**src/pci_bar_decode_and_window_allocator_macros.svh**
```systemverilog
// assertion macros shared by the bar decoder modules
// each expects signals named clock and reset in the module that uses it
`ifndef PCI_BAR_DECODE_AND_WINDOW_ALLOCATOR_MACROS_SVH
`define PCI_BAR_DECODE_AND_WINDOW_ALLOCATOR_MACROS_SVH

// same-cycle implication
`define PBDWA_ASSERT_NOW(lbl, ante, cons) \
   lbl: assert property (@(posedge clock) disable iff (reset) (ante) |-> (cons)) \
      else $error("pbdwa same-cycle check failed");

// next-cycle implication
`define PBDWA_ASSERT_NEXT(lbl, ante, cons) \
   lbl: assert property (@(posedge clock) disable iff (reset) (ante) |=> (cons)) \
      else $error("pbdwa next-cycle check failed");

`endif

```
**src/pbdwa_pkg.sv**
```systemverilog
// shared types, codes and reset constants for the bar decoder and window allocator
// no dependencies
package pbdwa_pkg;

   // depth of the queue between classifier and allocator
   localparam int PBDWA_QUEUE_DEPTH = 2;

   // reset values of the window registers
   localparam logic [15:0] IO_START_RESET  = 16'hC000;
   localparam logic [16:0] IO_LIMIT_RESET  = 17'h10000;
   localparam logic [31:0] MEM_START_RESET = 32'hE000_0000;
   localparam logic [31:0] ALL_ONES        = 32'hFFFF_FFFF;

   // result status codes
   localparam logic [1:0] STATUS_OK        = 2'd0;
   localparam logic [1:0] STATUS_NO_SPACE  = 2'd1;
   localparam logic [1:0] STATUS_BAD_INDEX = 2'd2;

   // register indexes of the csr port
   localparam logic [1:0] CSR_IO_START  = 2'd0;
   localparam logic [1:0] CSR_IO_LIMIT  = 2'd1;
   localparam logic [1:0] CSR_MEM_START = 2'd2;

   // bar index bounds
   localparam logic [2:0] BAR_COUNT_BRIDGE = 3'd2;
   localparam logic [2:0] BAR_COUNT_NORMAL = 3'd6;
   localparam logic [2:0] BAR_LAST_WIDE    = 3'd5;

   typedef struct packed {
      logic [31:0] raw_value;
      logic [31:0] probe_value;
      logic [2:0]  bar_slot;
      logic        is_bridge;
   } req_word_type;

   typedef struct packed {
      logic        is_io;
      logic        is_wide;
      logic        prefetchable;
      logic [31:0] bar_size;
      logic [31:0] bar_base;
      logic        newly_assigned;
      logic [1:0]  status;
   } rsp_word_type;

   // classified bar, handed from front to back
   typedef struct packed {
      logic        is_io;
      logic        is_wide;
      logic        prefetchable;
      logic [31:0] bar_size;
      logic [31:0] bar_base;
      logic        alloc_req;
      logic        bad_index;
   } class_word_type;

   typedef struct packed {
      logic        we;
      logic [1:0]  index;
      logic [31:0] wdata;
   } csr_write_type;

endpackage

```
**src/pci_bar_decode_and_window_allocator.sv**
```systemverilog
// top level of the pci bar decoder and address window allocator
// depends on pbdwa_pkg, pbdwa_front, pbdwa_queue and pbdwa_back
//
//   channel   ports                            word / data
//   req       req_valid, req_stall, req_word   raw, probe, index, bridge
//   rsp       rsp_valid, rsp_stall, rsp_word   flags, size, base, status
//   csr       csr_we, csr_index, csr_wdata     window start / limit writes
//
// one word per cycle sustained when nothing stalls; a word reaches rsp_valid through the
// front register, queue slot and result register
// the allocator's round-up, add and limit compare are combinational, so pointer
// updates never hold the pipe
// reset is synchronous: empties all stages and reloads the window registers
// a rsp stall fills the result register, then the queue, then stalls req
module pci_bar_decode_and_window_allocator
   import pbdwa_pkg::*;
#(
   parameter int QUEUE_DEPTH = PBDWA_QUEUE_DEPTH
)(
   input  logic         clock,
   input  logic         reset,
   input  logic         req_valid,
   output logic         req_stall,
   input  req_word_type req_word,
   output logic         rsp_valid,
   input  logic         rsp_stall,
   output rsp_word_type rsp_word,
   input  logic         csr_we,
   input  logic [1:0]   csr_index,
   input  logic [31:0]  csr_wdata
);

   logic           push;
   class_word_type push_word;
   logic           q_full;
   logic           pop;
   logic           head_valid;
   class_word_type head_word;
   csr_write_type  csr;

   // csr port bundle
   assign csr.we    = csr_we;
   assign csr.index = csr_index;
   assign csr.wdata = csr_wdata;

   // classifier
   pbdwa_front u_front (
      .clock     (clock),
      .reset     (reset),
      .req_valid (req_valid),
      .req_stall (req_stall),
      .req_word  (req_word),
      .q_full    (q_full),
      .push      (push),
      .push_word (push_word)
   );

   // decoupling queue
   pbdwa_queue #(
      .DEPTH (QUEUE_DEPTH)
   ) u_queue (
      .clock      (clock),
      .reset      (reset),
      .push       (push),
      .push_word  (push_word),
      .full       (q_full),
      .pop        (pop),
      .head_valid (head_valid),
      .head_word  (head_word)
   );

   // allocator and result register
   pbdwa_back u_back (
      .clock      (clock),
      .reset      (reset),
      .csr        (csr),
      .head_valid (head_valid),
      .head_word  (head_word),
      .pop        (pop),
      .rsp_valid  (rsp_valid),
      .rsp_stall  (rsp_stall),
      .rsp_word   (rsp_word)
   );

endmodule

```
**src/pbdwa_front.sv**
```systemverilog
// front stage: accepts a bar word, decodes type, flags, size and base
// depends on pbdwa_pkg
module pbdwa_front
   import pbdwa_pkg::*;
(
   input  logic           clock,
   input  logic           reset,
   input  logic           req_valid,
   output logic           req_stall,
   input  req_word_type   req_word,
   input  logic           q_full,
   output logic           push,
   output class_word_type push_word
);

   logic           front_valid_ff;
   logic           front_valid_in;
   class_word_type front_word_ff;
   class_word_type front_word_in;
   logic           accept;
   logic           bad_index;
   logic           raw_empty;
   logic [31:0]    masked_probe;
   logic [31:0]    size;
   logic           raw_io;

   // handshake: hold while the queue is full
   assign req_stall      = front_valid_ff & q_full;
   assign accept         = req_valid & ~req_stall;
   assign push           = front_valid_ff & ~q_full;
   assign push_word      = front_word_ff;
   assign front_valid_in = accept | (front_valid_ff & ~push);

   // index check and empty raw value
   assign bad_index = req_word.is_bridge ? (req_word.bar_slot >= BAR_COUNT_BRIDGE)
                                         : (req_word.bar_slot >= BAR_COUNT_NORMAL);
   assign raw_empty = (req_word.raw_value == 32'd0) || (req_word.raw_value == ALL_ONES);
   assign raw_io    = req_word.raw_value[0];

   // size: two's complement of the masked probe, zero for an empty probe or masked probe
   always_comb begin
      masked_probe = req_word.probe_value[0] ? {req_word.probe_value[31:2], 2'b00}
                                             : {req_word.probe_value[31:4], 4'b0000};
      if ((req_word.probe_value == 32'd0) || (req_word.probe_value == ALL_ONES) ||
          (masked_probe == 32'd0)) begin
         size = 32'd0;
      end else begin
         size = ~masked_probe + 32'd1;
      end
   end

   // classified word
   always_comb begin
      front_word_in = '0;
      if (bad_index) begin
         front_word_in.bad_index = 1'b1;
      end else if (!raw_empty) begin
         front_word_in.is_io    = raw_io;
         front_word_in.bar_size = size;
         if (raw_io) begin
            front_word_in.bar_base = {req_word.raw_value[31:2], 2'b00};
         end else begin
            front_word_in.bar_base     = {req_word.raw_value[31:4], 4'b0000};
            front_word_in.prefetchable = req_word.raw_value[3];
            front_word_in.is_wide      = (req_word.raw_value[2:1] == 2'b10) &&
                                         (req_word.bar_slot < BAR_LAST_WIDE);
         end
         front_word_in.alloc_req = (size != 32'd0) && (front_word_in.bar_base == 32'd0);
      end
   end

   // stage register
   always_ff @(posedge clock) begin
      if (reset) begin
         front_valid_ff <= 1'b0;
      end else begin
         front_valid_ff <= front_valid_in;
      end
   end

   always_ff @(posedge clock) begin
      if (accept) begin
         front_word_ff <= front_word_in;
      end
   end

endmodule

```
**src/pbdwa_queue.sv**
```systemverilog
// short fifo of classified words between the front and back stages
// depends on pbdwa_pkg and the assertion macro header
`include "pci_bar_decode_and_window_allocator_macros.svh"
module pbdwa_queue
   import pbdwa_pkg::*;
#(
   parameter int DEPTH = PBDWA_QUEUE_DEPTH
)(
   input  logic           clock,
   input  logic           reset,
   input  logic           push,
   input  class_word_type push_word,
   output logic           full,
   input  logic           pop,
   output logic           head_valid,
   output class_word_type head_word
);

   localparam int PTR_W = (DEPTH > 1) ? $clog2(DEPTH) : 1;
   localparam int CNT_W = $clog2(DEPTH + 1);
   localparam logic [PTR_W-1:0] LAST_PTR = PTR_W'(DEPTH - 1);
   localparam logic [CNT_W-1:0] FULL_CNT = CNT_W'(DEPTH);

   class_word_type   slot_ff [DEPTH];
   logic [PTR_W-1:0] wr_ptr_ff;
   logic [PTR_W-1:0] wr_ptr_in;
   logic [PTR_W-1:0] rd_ptr_ff;
   logic [PTR_W-1:0] rd_ptr_in;
   logic [CNT_W-1:0] count_ff;
   logic [CNT_W-1:0] count_in;

   assign full       = (count_ff == FULL_CNT);
   assign head_valid = (count_ff != '0);
   assign head_word  = slot_ff[rd_ptr_ff];

   // pointer and count updates
   always_comb begin
      wr_ptr_in = wr_ptr_ff;
      rd_ptr_in = rd_ptr_ff;
      count_in  = count_ff;
      if (push) begin
         wr_ptr_in = (wr_ptr_ff == LAST_PTR) ? '0 : wr_ptr_ff + PTR_W'(1);
      end
      if (pop) begin
         rd_ptr_in = (rd_ptr_ff == LAST_PTR) ? '0 : rd_ptr_ff + PTR_W'(1);
      end
      unique case ({push, pop})
         2'b10:   count_in = count_ff + CNT_W'(1);
         2'b01:   count_in = count_ff - CNT_W'(1);
         default: count_in = count_ff;
      endcase
   end

   always_ff @(posedge clock) begin
      if (reset) begin
         wr_ptr_ff <= '0;
         rd_ptr_ff <= '0;
         count_ff  <= '0;
      end else begin
         wr_ptr_ff <= wr_ptr_in;
         rd_ptr_ff <= rd_ptr_in;
         count_ff  <= count_in;
      end
   end

   // storage write
   always_ff @(posedge clock) begin
      if (push) begin
         slot_ff[wr_ptr_ff] <= push_word;
      end
   end

   `PBDWA_ASSERT_NOW(a_no_push_full, push, !full)
   `PBDWA_ASSERT_NOW(a_no_pop_empty, pop, head_valid)
   `PBDWA_ASSERT_NOW(a_empty_ptrs, (count_ff == '0), (wr_ptr_ff == rd_ptr_ff))
   `PBDWA_ASSERT_NOW(a_count_bound, 1'b1, (count_ff <= FULL_CNT))

endmodule

```
**src/pbdwa_back.sv**
```systemverilog
// back stage: window pointers, allocation and the result register
// depends on pbdwa_pkg and the assertion macro header
`include "pci_bar_decode_and_window_allocator_macros.svh"
module pbdwa_back
   import pbdwa_pkg::*;
(
   input  logic           clock,
   input  logic           reset,
   input  csr_write_type  csr,
   input  logic           head_valid,
   input  class_word_type head_word,
   output logic           pop,
   output logic           rsp_valid,
   input  logic           rsp_stall,
   output rsp_word_type   rsp_word
);

   logic [31:0]  io_next_ff;
   logic [31:0]  io_next_in;
   logic [31:0]  mem_next_ff;
   logic [31:0]  mem_next_in;
   logic [16:0]  io_limit_ff;
   logic [16:0]  io_limit_in;
   logic         rsp_valid_ff;
   logic         rsp_valid_in;
   rsp_word_type rsp_word_ff;
   rsp_word_type rsp_word_in;
   rsp_word_type result;
   logic [31:0]  window_ptr;
   logic [31:0]  step;
   logic [32:0]  bumped;
   logic [32:0]  alloc_start;
   logic [33:0]  alloc_end;
   logic         fits;
   logic         granted;
   logic         fresh_seen;
   logic         bad_seen;
   logic         bad_clean;
   logic         ptr_quiet;

   assign pop       = head_valid & (~rsp_valid_ff | ~rsp_stall);
   assign rsp_valid = rsp_valid_ff;
   assign rsp_word  = rsp_word_ff;

   // round the pointer up to the size and check the window end
   assign window_ptr  = head_word.is_io ? io_next_ff : mem_next_ff;
   assign step        = head_word.bar_size - 32'd1;
   assign bumped      = {1'b0, window_ptr} + {1'b0, step};
   assign alloc_start = bumped & ~{1'b0, step};
   assign alloc_end   = {1'b0, alloc_start} + {2'b00, head_word.bar_size};
   assign fits        = head_word.is_io ? (alloc_end <= {17'd0, io_limit_ff})
                                        : (alloc_end[33:32] == 2'b00);
   assign granted     = head_word.alloc_req & fits;

   // result word
   always_comb begin
      result = '0;
      if (head_word.bad_index) begin
         result.status = STATUS_BAD_INDEX;
      end else begin
         result.is_io        = head_word.is_io;
         result.is_wide      = head_word.is_wide;
         result.prefetchable = head_word.prefetchable;
         result.bar_size     = head_word.bar_size;
         result.bar_base     = head_word.bar_base;
         if (head_word.alloc_req) begin
            if (fits) begin
               result.bar_base       = alloc_start[31:0];
               result.newly_assigned = 1'b1;
            end else begin
               result.bar_base = 32'd0;
               result.status   = STATUS_NO_SPACE;
            end
         end
      end
   end

   // output register
   assign rsp_valid_in = pop | (rsp_valid_ff & rsp_stall);
   assign rsp_word_in  = pop ? result : rsp_word_ff;

   // window pointers: csr writes reload them, grants advance them
   always_comb begin
      io_next_in  = io_next_ff;
      mem_next_in = mem_next_ff;
      io_limit_in = io_limit_ff;
      if (csr.we && (csr.index == CSR_IO_START)) begin
         io_next_in = {16'd0, csr.wdata[15:0]};
      end else if (pop && granted && head_word.is_io) begin
         io_next_in = alloc_end[31:0];
      end
      if (csr.we && (csr.index == CSR_MEM_START)) begin
         mem_next_in = csr.wdata;
      end else if (pop && granted && !head_word.is_io) begin
         mem_next_in = alloc_end[31:0];
      end
      if (csr.we && (csr.index == CSR_IO_LIMIT)) begin
         io_limit_in = csr.wdata[16:0];
      end
   end

   always_ff @(posedge clock) begin
      if (reset) begin
         rsp_valid_ff <= 1'b0;
         io_next_ff   <= {16'd0, IO_START_RESET};
         mem_next_ff  <= MEM_START_RESET;
         io_limit_ff  <= IO_LIMIT_RESET;
      end else begin
         rsp_valid_ff <= rsp_valid_in;
         io_next_ff   <= io_next_in;
         mem_next_ff  <= mem_next_in;
         io_limit_ff  <= io_limit_in;
      end
   end

   always_ff @(posedge clock) begin
      rsp_word_ff <= rsp_word_in;
   end

   // terms for the checks below
   assign fresh_seen = rsp_valid_ff & rsp_word_ff.newly_assigned;
   assign bad_seen   = rsp_valid_ff & (rsp_word_ff.status == STATUS_BAD_INDEX);
   assign bad_clean  = (rsp_word_ff.bar_size == 32'd0) && (rsp_word_ff.bar_base == 32'd0) &&
                       !rsp_word_ff.newly_assigned;
   assign ptr_quiet  = !pop && !csr.we;

   `PBDWA_ASSERT_NOW(a_fresh_ok, fresh_seen, (rsp_word_ff.status == STATUS_OK))
   `PBDWA_ASSERT_NOW(a_bad_idx_clean, bad_seen, bad_clean)
   `PBDWA_ASSERT_NEXT(a_ptr_hold, ptr_quiet, ($stable(io_next_ff) && $stable(mem_next_ff)))

endmodule

```
**config.mk**
```make
export PLATFORM = sky130hd
export DESIGN_NAME = pci_bar_decode_and_window_allocator
export DESIGN_NICKNAME = d
export VERILOG_FILES = /design/src/pbdwa_pkg.sv /design/src/pci_bar_decode_and_window_allocator.sv /design/src/pbdwa_front.sv /design/src/pbdwa_queue.sv /design/src/pbdwa_back.sv
export VERILOG_INCLUDE_DIRS = /design/src /design/src/src
export SDC_FILE = /design/constraint.sdc
export NUM_CORES = 1
export LEC_CHECK = 0
export ABC_AREA = 1
export BUFFER_PORTS_ARGS = -buffer_cell sky130_fd_sc_hd__buf_4
export CAP_MARGIN = 20
export CORE_MARGIN = 5
export CORE_UTILIZATION = 24
export DETAILED_ROUTE_END_ITERATION = 8
export GPL_ROUTABILITY_DRIVEN = 0
export MAX_ROUTING_LAYER = met4
export SLEW_MARGIN = 15
export SYNTH_ARGS = -nofsm -noshare
export SYNTH_HDL_FRONTEND = slang
export SYNTH_SLANG_ARGS = --single-unit
```
**constraint.sdc**
```tcl
create_clock -name clock -period 17.6 [get_ports clock]
set_input_delay 3.52 -clock clock [delete_from_list [all_inputs] [get_ports clock]]
set_output_delay 3.52 -clock clock [all_outputs]
set_load 0.1 [all_outputs]
```
# Word-level counts from Yosys, hierarchy flattened
# Memories as Yosys holds them, arrays and structs flattened. A register that Yosys moved wholly into a read port is not among the register bits.
# Cells that the tools add are included.
# op_classes
n_addsub,8
order_cmp,4
n_eq_ne,8
muxes,24
n_bitwise,19
reduce_logical,27
# op_table
op,n
two-way mux 32 bit,7
logical NOT 32 bit,4
"equality test 32 bit, second input constant",2
two-way mux 35 bit,1
adder 33 x 32 -> 34 bit,1
less-or-equal comparator 34 x 17 -> 1 bit,1
adder 32 x 32 -> 33 bit,1
bitwise AND 33 bit,1
inverter 32 -> 33 bit,1
"adder 32 x 1 -> 32 bit, second input constant",1
two-way mux 16 bit,2
inverter 32 bit,1
nonzero test 32 bit,1
"subtractor 32 x 1 -> 32 bit, second input constant",1
two-way mux 1 bit,11
"equality test 2 bit, second input constant",4
logical AND 1 bit,8
two-way mux 4 bit,2
nonzero test 2 bit,4
bitwise AND 1 bit,7
inverter 1 bit,6
OR reduction 2 bit,3
"equality test 2 x 1 -> 1 bit, second input constant",2
logical NOT 2 bit,2
11 further kinds,16
# totals
register_bits,226
mem_bits_rw,138
out_inout_bits,72
memories,1
# mem_list
memory,words,width,read_ports,rd_ports_with_merged_regs,wr,line_no,source
u_queue.slot_ff,2,69,1,1,1,pbdwa_queue.sv:24,class_word_type slot_ff [DEPTH];

# Longest topological paths before layout
# Gate-level depths: netlist of run 1.
# logic_depth
word_depth,11
ltp_mapped,51
depth_no_buf,49

# Cells and area by module
# Synthesis of run 1 repeated with hierarchy kept, for this count alone.
# hier_totals
hier_cells,3001
hier_area_um2,22816.9
# by_module_without_submodules
mod,n_inst,cells_each,area_each_um2,seq_area_each_um2
pbdwa_back,1,2227,13536.7,3743.6
pbdwa_queue,1,248,5246.3,4244.1
pbdwa_front,1,526,4033.9,1971.9

# Least setup slack after synthesis of run 1
# No wires, ideal clock.
# synth_timing
path_kind,input -> register
start,input req_word[6] (netlist name)
end,register u_front.front_word_ff (netlist bit u_front.push_word[1]) (data pin)
setup_time_ns,0.265
t_arrival_ns,6.313
t_required_ns,17.335
path_slack_ns,11.022
cell_stages,25
path_cell_list,nand2_1 -> ha_1 -> inv_1 -> nor2_1 -> inv_1 -> nor3_1 -> nand2_1 -> nor2_1 -> inv_1 -> nor2_1 -> nand2_1 -> nor2_1 -> inv_1 -> nor2_1 -> nand3_1 -> nor3_1 -> inv_1 -> nor2_1 -> or2_2 -> a21oi_1 -> inv_1 -> o2111a_1 -> nand4_1 -> nor4_1 -> a21oi_1
# synth_via
elab_chain_len,6
# synth_lines
item,line_no,source
"start, declared",pci_bar_decode_and_window_allocator.sv:24,"input req_word_type req_word,"
"two-way mux 4 bit, or another cell as far along",pbdwa_front.sv:42,"masked_probe = req_word.probe_value[0] ? {req_word.probe_value[31:2], 2'b00}"
"inverter 32 bit, or another cell as far along",pbdwa_front.sv:48,size = ~masked_probe + 32'd1;
adder 32 x 1 -> 32 bit or logical OR 1 bit (tied branches),"pbdwa_front.sv:48, pbdwa_front.sv:44",
two-way mux 32 bit (*),pbdwa_front.sv:44,if ((req_word.probe_value == 32'd0) || (req_word.probe_value == ALL_ONES) ||
nonzero test 32 bit (*),pbdwa_front.sv:68,front_word_in.alloc_req = (size != 32'd0) && (front_word_in.bar_base == 32'd0);
logical AND 1 bit (*),pbdwa_front.sv:68,
"end signal, assigned",pbdwa_front.sv:83,front_word_ff <= front_word_in;
"end, declared",pbdwa_front.sv:18,class_word_type front_word_ff;
# Every way passes the cells marked *; elsewhere a longest branch is shown, timed or not.
# A chain may end at the register's enable or synchronous reset.

==> impl_metrics.tcl, run 1 <==
set metrics [dict create \
    status "complete, no violations" \
    yosys.area.top_type "edfxtp_1" \
    tightest_slew_ps 1030 \
    fin_skew_ps 19.5 \
    ctsHoldBuffers 0 \
    synth_top_area_share_pct 40.1 \
    drc 0 \
    dpl.hpwl_microns 47100 \
    cts_tree "built" \
    post_cts_buffers 0 \
    initial_core_util_pct 24.2 \
    final_cell_mix "nand2_1, inv_1, edfxtp_1, nor2_1, buf_4" \
    mostFrequentLayoutCell "nand2_1" \
    rsz0062_at_grt "false" \
    ys.flop_type "edfxtp_1" \
    critical_path.endpoint_type "flop" \
    grt_pass1_vias 15200 \
    fp.dieH_microns 295 \
    finalSetupViolCount 0 \
    synthDistinctLibCells 59 \
    nNetsFinal 2664 \
    final_antenna_net_count 0 \
    slew_viol_final 0 \
    die_area_sq_um 87300 \
    setup_tns_ps 0 \
    yosys_warnings 0 \
    cts_max_path_buffers 3 \
    wirelength_microns 61200 \
    synth_edf_count 261 \
    overflow 0 \
    hold_viol_final 0 \
    arrival_ps 9740 \
    core_sq_um 80700 \
    cts_max_level 2 \
    drive_gt1_share_pct 13.3 \
    placementRows 104 \
    cts.repair.resized 0 \
    antenna_found_initial 2 \
    cp_slowest_stage_delay_ps 600 \
    dr_total_vias 16500 \
    synth_seq_area_share_pct 49.1 \
    max-cap-violations 0 \
    synth_top_cells_by_area "edfxtp_1, nand2_1, dfxtp_1" \
    synth_cells 2321 \
    die_w_microns 295 \
    viasPerCell 4.61 \
    hold_class "reg -> reg" \
    grt_pass1_wl_microns 91100 \
    path_clk_slew_ps 60 \
    first_pass_iters 7 \
    grt_max_degree 70 \
    postSynthRegisterBits 349 \
    cp-start-kind "flop" \
    critPathMaxFanout 45 \
    routedWlPerCell_microns 17.1 \
    io_buffers 174 \
    fmax_mhz 107 \
    cts.sinks 349 \
    drtIter0Drc 1430 \
    syn_area_sq_um 19600 \
    cts-buffers-inserted 39 \
    avgSynthCellArea_sq_um 8.43 \
    finalCriticalPeriod_ps 9300 \
    cts-root-buf "clkbuf_16" \
    critPathKind "reg -> reg" \
    crit_slowest_cell "buf_4" \
    ys_async_sr_fraction_pct 0 \
    ios 179 \
    cp.required_ps 18030 \
    clk_latency_ps 570 \
    slew_headroom_pct 31.5 \
    grtUsageTotal_pct 13.9 \
    r2r_slack_ps 8300 \
    fin_crit_sh_pct 52.9 \
    area_growth_pct 19.2 \
]
## critical path: cells and delay by family (launching register included)
family | cells | cell delay (ps)
AO/OA/AOI/OAI | 11 | 2050
XOR/XNOR | 1 | 350
adder cells (fa/ha/maj) | 3 | 1070
flip-flops | 1 | 560
AND/OR/NAND/NOR | 23 | 3700
buffers and inverters | 7 | 1350
## worst paths after layout
check / from / end / cells after the start
hold / removal: u_back.io_next_ff[30] / u_back.io_next_ff[30] / 2
setup reg to reg: flop / u_back.mem_next_ff[29] / 45
hold reg to reg: u_back.io_next_ff[30] / u_back.io_next_ff[30] / 2
setup / recovery: flop / u_back.mem_next_ff[29] / 45
## cell usage after synthesis (3+ instances only)
cell type / n
inv_1: 280
dfxtp_1: 88
or2_2: 21
o31a_1: 3
o21a_1: 8
o21ai_0: 139
nand3_1: 124
clkbuf_1: 48
nand4_1: 33
buf_2: 10
xor2_1: 42
a21o_1: 10
o22ai_1: 5
o21ai_2: 4
ha_1: 75
a211oi_1: 5
nand3b_1: 7
buf_4: 9
nor3_1: 54
o21ai_1: 27
o211ai_1: 4
nand2_1: 507
a21oi_1: 144
mux2i_1: 30
nand2_2: 19
nand3_2: 8
a221oi_1: 3
nor2_2: 8
o31ai_1: 3
xnor2_1: 16
edfxtp_1: 261
nor4_1: 28
nor2_1: 244
a31oi_1: 11
buf_6: 4
inv_2: 9
## layout make-up
type                       count  area, sq um
antenna                        2         5.00
clock buffer                  44          995
inverter                     291         1090
multi-input combinational   1612         8550
tap                         1060         1330
clock inverter                26          322
sequential                   349         9600
fill                        8605        57400
timing repair buffer         189         1420
## sequential cells by signal, summed over array words and instances, names as in the netlist, named ones only
name                    cells
u_back.rsp_valid            1
u_queue.rd_ptr_ff           1
u_front.front_valid_ff      1
u_queue.wr_ptr_ff           1
u_queue.slot_ff           130
u_back.rsp_word            66
u_back.io_next_ff          32
u_back.mem_next_ff         32
u_front.push_word          65
u_back.io_limit_ff         17
u_queue.count_ff            2
## through the flow
step | instances | util [%] | instance area, sq um | hold WS, ps | setup slack, ps
6_report | 3573 | 28.9 | 23300 | 436 | 8300
5_1_grt | 3573 | 28.9 | 23300 | 450 | 7540
4_1_cts | 3571 | 28.9 | 23300 | 434 | 8420
3_5_place_dp | 3501 | 27.3 | 22000 | 428 | 8440
3_3_place_gp | 3501 | 27.3 | 22000 | 422 | 8430
2_1_floorplan | 2324 | - | 19600 | 418 | 11020
## metal layers
metal	GRT usage, %	vias up	share of wire, %
li1	-	8161	-
met1	19.3	7687	46
met2	21.5	557	45
met3	2.45	68	6.8
met4	3.00	0	1.8
met5	-	-	0
## cell families (layout without fill, tap and decap cells)
logic type      after synthesis  count (layout)  synth area share, %
xor+xnor                     59              59                 2.68
flops                       349             349                 49.1
mux                          30              30                 1.54
compound gates              379             379                 10.6
fa+ha+maj                    76              76                 4.85
simple gates               1064            1064                 23.8
buf+inv                     363             550                 7.38
other cells                   1               6               0.0192
Power of run 1 is left out: the tool's default activity adds up to more than one toggle a clock period on the data nets, which glitch-free logic cannot reach.
==> run 2: changes to the inputs <==
==> constraint.sdc (replaced) <==
create_clock -name clock -period 9.2 [get_ports clock]
set_input_delay 1.84 -clock clock [delete_from_list [all_inputs] [get_ports clock]]
set_output_delay 1.84 -clock clock [all_outputs]
set_load 0.1 [all_outputs]
==> run 2 against run 1 <==
Final cell count grew 0.20%. Fmax grew 12%. Worst hold slack lost 1.4 ps. Non-clock buffer count grew 6. Register-to-register slack lost 7400 ps. Sequential share of layout area shrank 0.20 points. Routed wire length grew 0.78%. Flip-flop and latch count is the same. Largest cell class unchanged.
==> impl_metrics.tcl, run 2 (synthesis gave the netlist of run 1 again) <==
set metrics [dict create \
    finalCriticalPeriod_ps 8340 \
    first_pass_iters 6 \
    die_w_microns 295 \
    fp.dieH_microns 295 \
    fin_crit_sh_pct 90.7 \
    ios 179 \
    rsz0062_at_grt "false" \
    grt_pass1_wl_microns 92500 \
    clk_latency_ps 590 \
    grtUsageTotal_pct 14.1 \
    path_clk_slew_ps 60 \
    dr_total_vias 16500 \
    cts-buffers-inserted 39 \
    overflow 0 \
    core_sq_um 80700 \
    antenna_found_initial 2 \
    hold_viol_final 0 \
    critPathKind "reg -> reg" \
    arrival_ps 8790 \
    nNetsFinal 2670 \
    cts-root-buf "clkbuf_16" \
    cp.required_ps 9650 \
    mostFrequentLayoutCell "nand2_1" \
    grt_max_degree 70 \
    initial_core_util_pct 24.2 \
    final_cell_area_sq_um 23400 \
    setup_tns_ps 0 \
    critPathTopFamily "simple AND/OR/NAND/NOR gates" \
    cpMostUsedCell "nor2_1" \
    cts.sinks 349 \
    worst-path-buf-inv 5 \
    max-cap-violations 0 \
    area_growth_pct 19.8 \
    slew_viol_final 0 \
    regMostFlops "u_queue.slot_ff" \
    hold_class "reg -> reg" \
    cp-start-kind "flop" \
    viasPerCell 4.62 \
    largest_register_ffs 130 \
    dpl_cell_area_sq_um 22000 \
    critical_path.endpoint_type "flop" \
    placementRows 104 \
    cts_tree "built" \
    dpl.hpwl_microns 47500 \
    cts_max_level 2 \
    tightest_slew_ps 1050 \
    cp_slowest_stage_delay_ps 560 \
    grt_pass1_vias 15500 \
    routedWlPerCell_microns 17.2 \
    cts_max_path_buffers 3 \
    fin_skew_ps 22.2 \
    setup_ws_ps 857 \
    ctsHoldBuffers 0 \
    critPathMaxFanout 29 \
    pre_cts_ws_ps 613 \
    die_area_sq_um 87300 \
    io_buffers 174 \
    final_antenna_net_count 0 \
    drtIter0Drc 1590 \
    drive_gt1_share_pct 13.6 \
    fmax_mhz 120 \
    finalSetupViolCount 0 \
    crit_slowest_cell "dfxtp_4" \
    final_cell_mix "nand2_1, inv_1, edfxtp_1, nor2_1, buf_4" \
    wirelength_microns 61700 \
    drc 0 \
    status "complete, no violations" \
    slew_headroom_pct 29.9 \
]
[run 2: changes by cell type in the layout (fill, tap and decap cells not counted), moves of 2 or more]
cell,delta
buf_12,+2
buf_4,+3
clkbuf_1,+3
clkbuf_8,+2
clkinv_1,-5
clkinv_16,+2
clkinv_2,+3
clkinv_4,-3
clkinvlp_4,+4
inv_6,-3
[run 2: final timing paths]
path | start | to | slack [ps] | cells after the start
setup / recovery | flop | u_back.rsp_word[22] | 860 | 43
hold / removal | u_back.io_next_ff[30] | u_back.io_next_ff[30] | 440 | 2
setup reg to reg | flop | u_back.rsp_word[22] | 860 | 43
hold reg to reg | u_back.io_next_ff[30] | u_back.io_next_ff[30] | 440 | 2
[run 2: cell type report]
type	instances	area, sq um
clock buffers	49	1030
inverters	291	1090
well taps	1060	1330
clock inverters	22	325
fillers	8565	57200
diodes	2	5.00
flip-flops and latches	349	9600
multi-input cells	1612	8550
repair buffers	195	1500
[run 2: through the flow]
step | std cells | utilization [%] | hold slack (ps)
floorplan | 2324 | - | 418
global route | 3580 | 29.0 | 451
global placement | 3504 | 27.3 | 422
CTS | 3576 | 29.0 | 436
detailed placement | 3505 | 27.3 | 428
finish | 3580 | 29.0 | 435
[run 2: what timing repair did]
action                                  4_1_cts  5_1_grt
gates resized for setup                       0        1
setup buffers                                 0        1
endpoints found under the setup margin        0       27
[run 2: routing by layer]
| layer | vias up | GRT usage [%] | share of wire [%] |
|---|---|---|---|
| met5 | - | - | 0 |
| met4 | 0 | 3.48 | 2.0 |
| met2 | 572 | 21.8 | 45 |
| met3 | 76 | 1.68 | 5.8 |
| li1 | 8151 | - | - |
| met1 | 7725 | 19.8 | 47 |
[run 2: tightest hold or removal path: cells and delay by family, from the launching register on]
kind,cells,cell delay (ps)
buffers and inverters,1,50
flip-flops,1,300
AND/OR/NAND/NOR,1,40
Power of run 2 is left out for the same reason.
==> run 3: changes to the inputs <==
--- a/config.mk
+++ b/config.mk
@@ -11,6 +11,7 @@
 export CAP_MARGIN = 20
 export CORE_MARGIN = 5
 export CORE_UTILIZATION = 24
+export CTS_BUF_LIST = sky130_fd_sc_hd__clkbuf_8
 export DETAILED_ROUTE_END_ITERATION = 8
 export GPL_ROUTABILITY_DRIVEN = 0
 export MAX_ROUTING_LAYER = met4
==> run 3 against run 2 <==
Setup slack better by 41 ps. Register-to-register slack better by 40 ps. Via count about the same. Worst hold slack worse by 27 ps. Final cell count rose by 0.81%. Routed wire length down 0.45%. Highest routed layer unchanged.
==> impl_metrics.tcl, run 3 (synthesis gave the netlist of run 1 again) <==
set metrics [dict create \
    critical_path.endpoint_type "flop" \
    regMostFlops "u_queue.slot_ff" \
    cts.sinks 349 \
    drive_gt1_share_pct 13.9 \
    dpl_cell_area_sq_um 22000 \
    die_w_microns 295 \
    setup_ws_ps 898 \
    cts-root-buf "clkbuf_8" \
    cts_tree "built" \
    nNetsFinal 2689 \
    finalSetupViolCount 0 \
    pre_cts_ws_ps 613 \
    slew_headroom_pct 31.3 \
    wirelength_microns 61400 \
    fp.dieH_microns 295 \
    final_cell_mix "nand2_1, inv_1, edfxtp_1, nor2_1, buf_4" \
    drtIter0Drc 1537 \
    cp-start-kind "flop" \
    dr_total_vias 16500 \
    cpMostUsedCell "nor2_1" \
    status "complete, no violations" \
    critPathTopFamily "simple AND/OR/NAND/NOR gates" \
    grt_pass1_wl_microns 92200 \
    crit_slowest_cell "dfxtp_4" \
    cts-buffers-inserted 58 \
    cp_slowest_stage_delay_ps 550 \
    cp.required_ps 9680 \
    tightest_slew_ps 1030 \
    overflow 0 \
    max-cap-violations 0 \
    hold_viol_final 0 \
    cts_max_level 2 \
    mostFrequentLayoutCell "nand2_1" \
    cts_max_path_buffers 3 \
    dpl.hpwl_microns 47500 \
    r2r_slack_ps 900 \
    critPathKind "reg -> reg" \
    io_buffers 174 \
    finalCriticalPeriod_ps 8300 \
    final_antenna_net_count 0 \
    first_pass_iters 5 \
    grt_pass1_vias 15600 \
    ios 179 \
    drc 0 \
    rsz0062_at_grt "false" \
    initial_core_util_pct 24.2 \
    antenna_found_initial 3 \
    hold_class "reg -> reg" \
    viasPerCell 4.58 \
    worst-path-buf-inv 5 \
    routedWlPerCell_microns 17.0 \
    area_growth_pct 18.5 \
    path_clk_slew_ps 60 \
    slew_viol_final 0 \
    setup_tns_ps 0 \
    fmax_mhz 120 \
    fin_skew_ps 58.8 \
    arrival_ps 8780 \
    grt_max_degree 70 \
    die_area_sq_um 87300 \
    fin_crit_sh_pct 90.2 \
    worst_hold_slack_ps 408 \
    grtUsageTotal_pct 14.1 \
    clk_latency_ps 670 \
    final_cell_area_sq_um 23200 \
    critPathMaxFanout 29 \
    largest_register_ffs 130 \
    placementRows 104 \
    core_sq_um 80700 \
]
## run 3: path summary, 6_finish.rpt
path	depth (start not counted)	to	from
worst max-delay path	43	u_back.rsp_word[26]	flop
worst min-delay path	0	u_queue.slot_ff[0][54]	u_front.push_word[54]
worst max register to register	43	u_back.rsp_word[26]	flop
worst min register to register	0	u_queue.slot_ff[0][54]	u_front.push_word[54]
## run 3: metal layers
| layer | vias up | wire length (microns) | part of all wire, % | track usage (%) |
|---|---|---|---|---|
| met4 | 0 | 1310 | 2.1 | 3.57 |
| met1 | 7685 | 28800 | 47 | 19.5 |
| met5 | - | 0 | 0 | - |
| met3 | 77 | 3610 | 5.9 | 2.09 |
| met2 | 560 | 27700 | 45 | 21.7 |
| li1 | 8195 | - | - | - |
## run 3: stage by stage
step	instances	util [%]
floorplan	2324	-
global placement	3504	27.3
detailed placement	3505	27.3
CTS	3604	28.7
global route	3609	28.7
finish	3609	28.7
## run 3: what timing repair did
item                       4_1_cts  5_1_grt
setup endpoints to repair        0       27
resized for setup                0        1
buffers inserted                 0        1
hold buffers                     0        0
## run 3: worst reg2reg max path, delay by kind of cell (launching register included)
family          cells  cell delay, ps
compound gates     14            2610
simple gates       19            2650
buf+inv             5             970
fa+ha+maj           3             970
flops               1             550
xor+xnor            2             410
## run 3: area by class of cell
| type | instances | area, sq um |
|---|---|---|
| timing repair buffer | 195 | 1500 |
| clock buffer | 62 | 853 |
| fill | 8612 | 57500 |
| multi-input combinational | 1612 | 8550 |
| antenna | 3 | 7.51 |
| sequential | 349 | 9600 |
| tap | 1060 | 1330 |
| clock inverter | 37 | 244 |
| inverter | 291 | 1090 |
Power of run 3 is left out for the same reason.
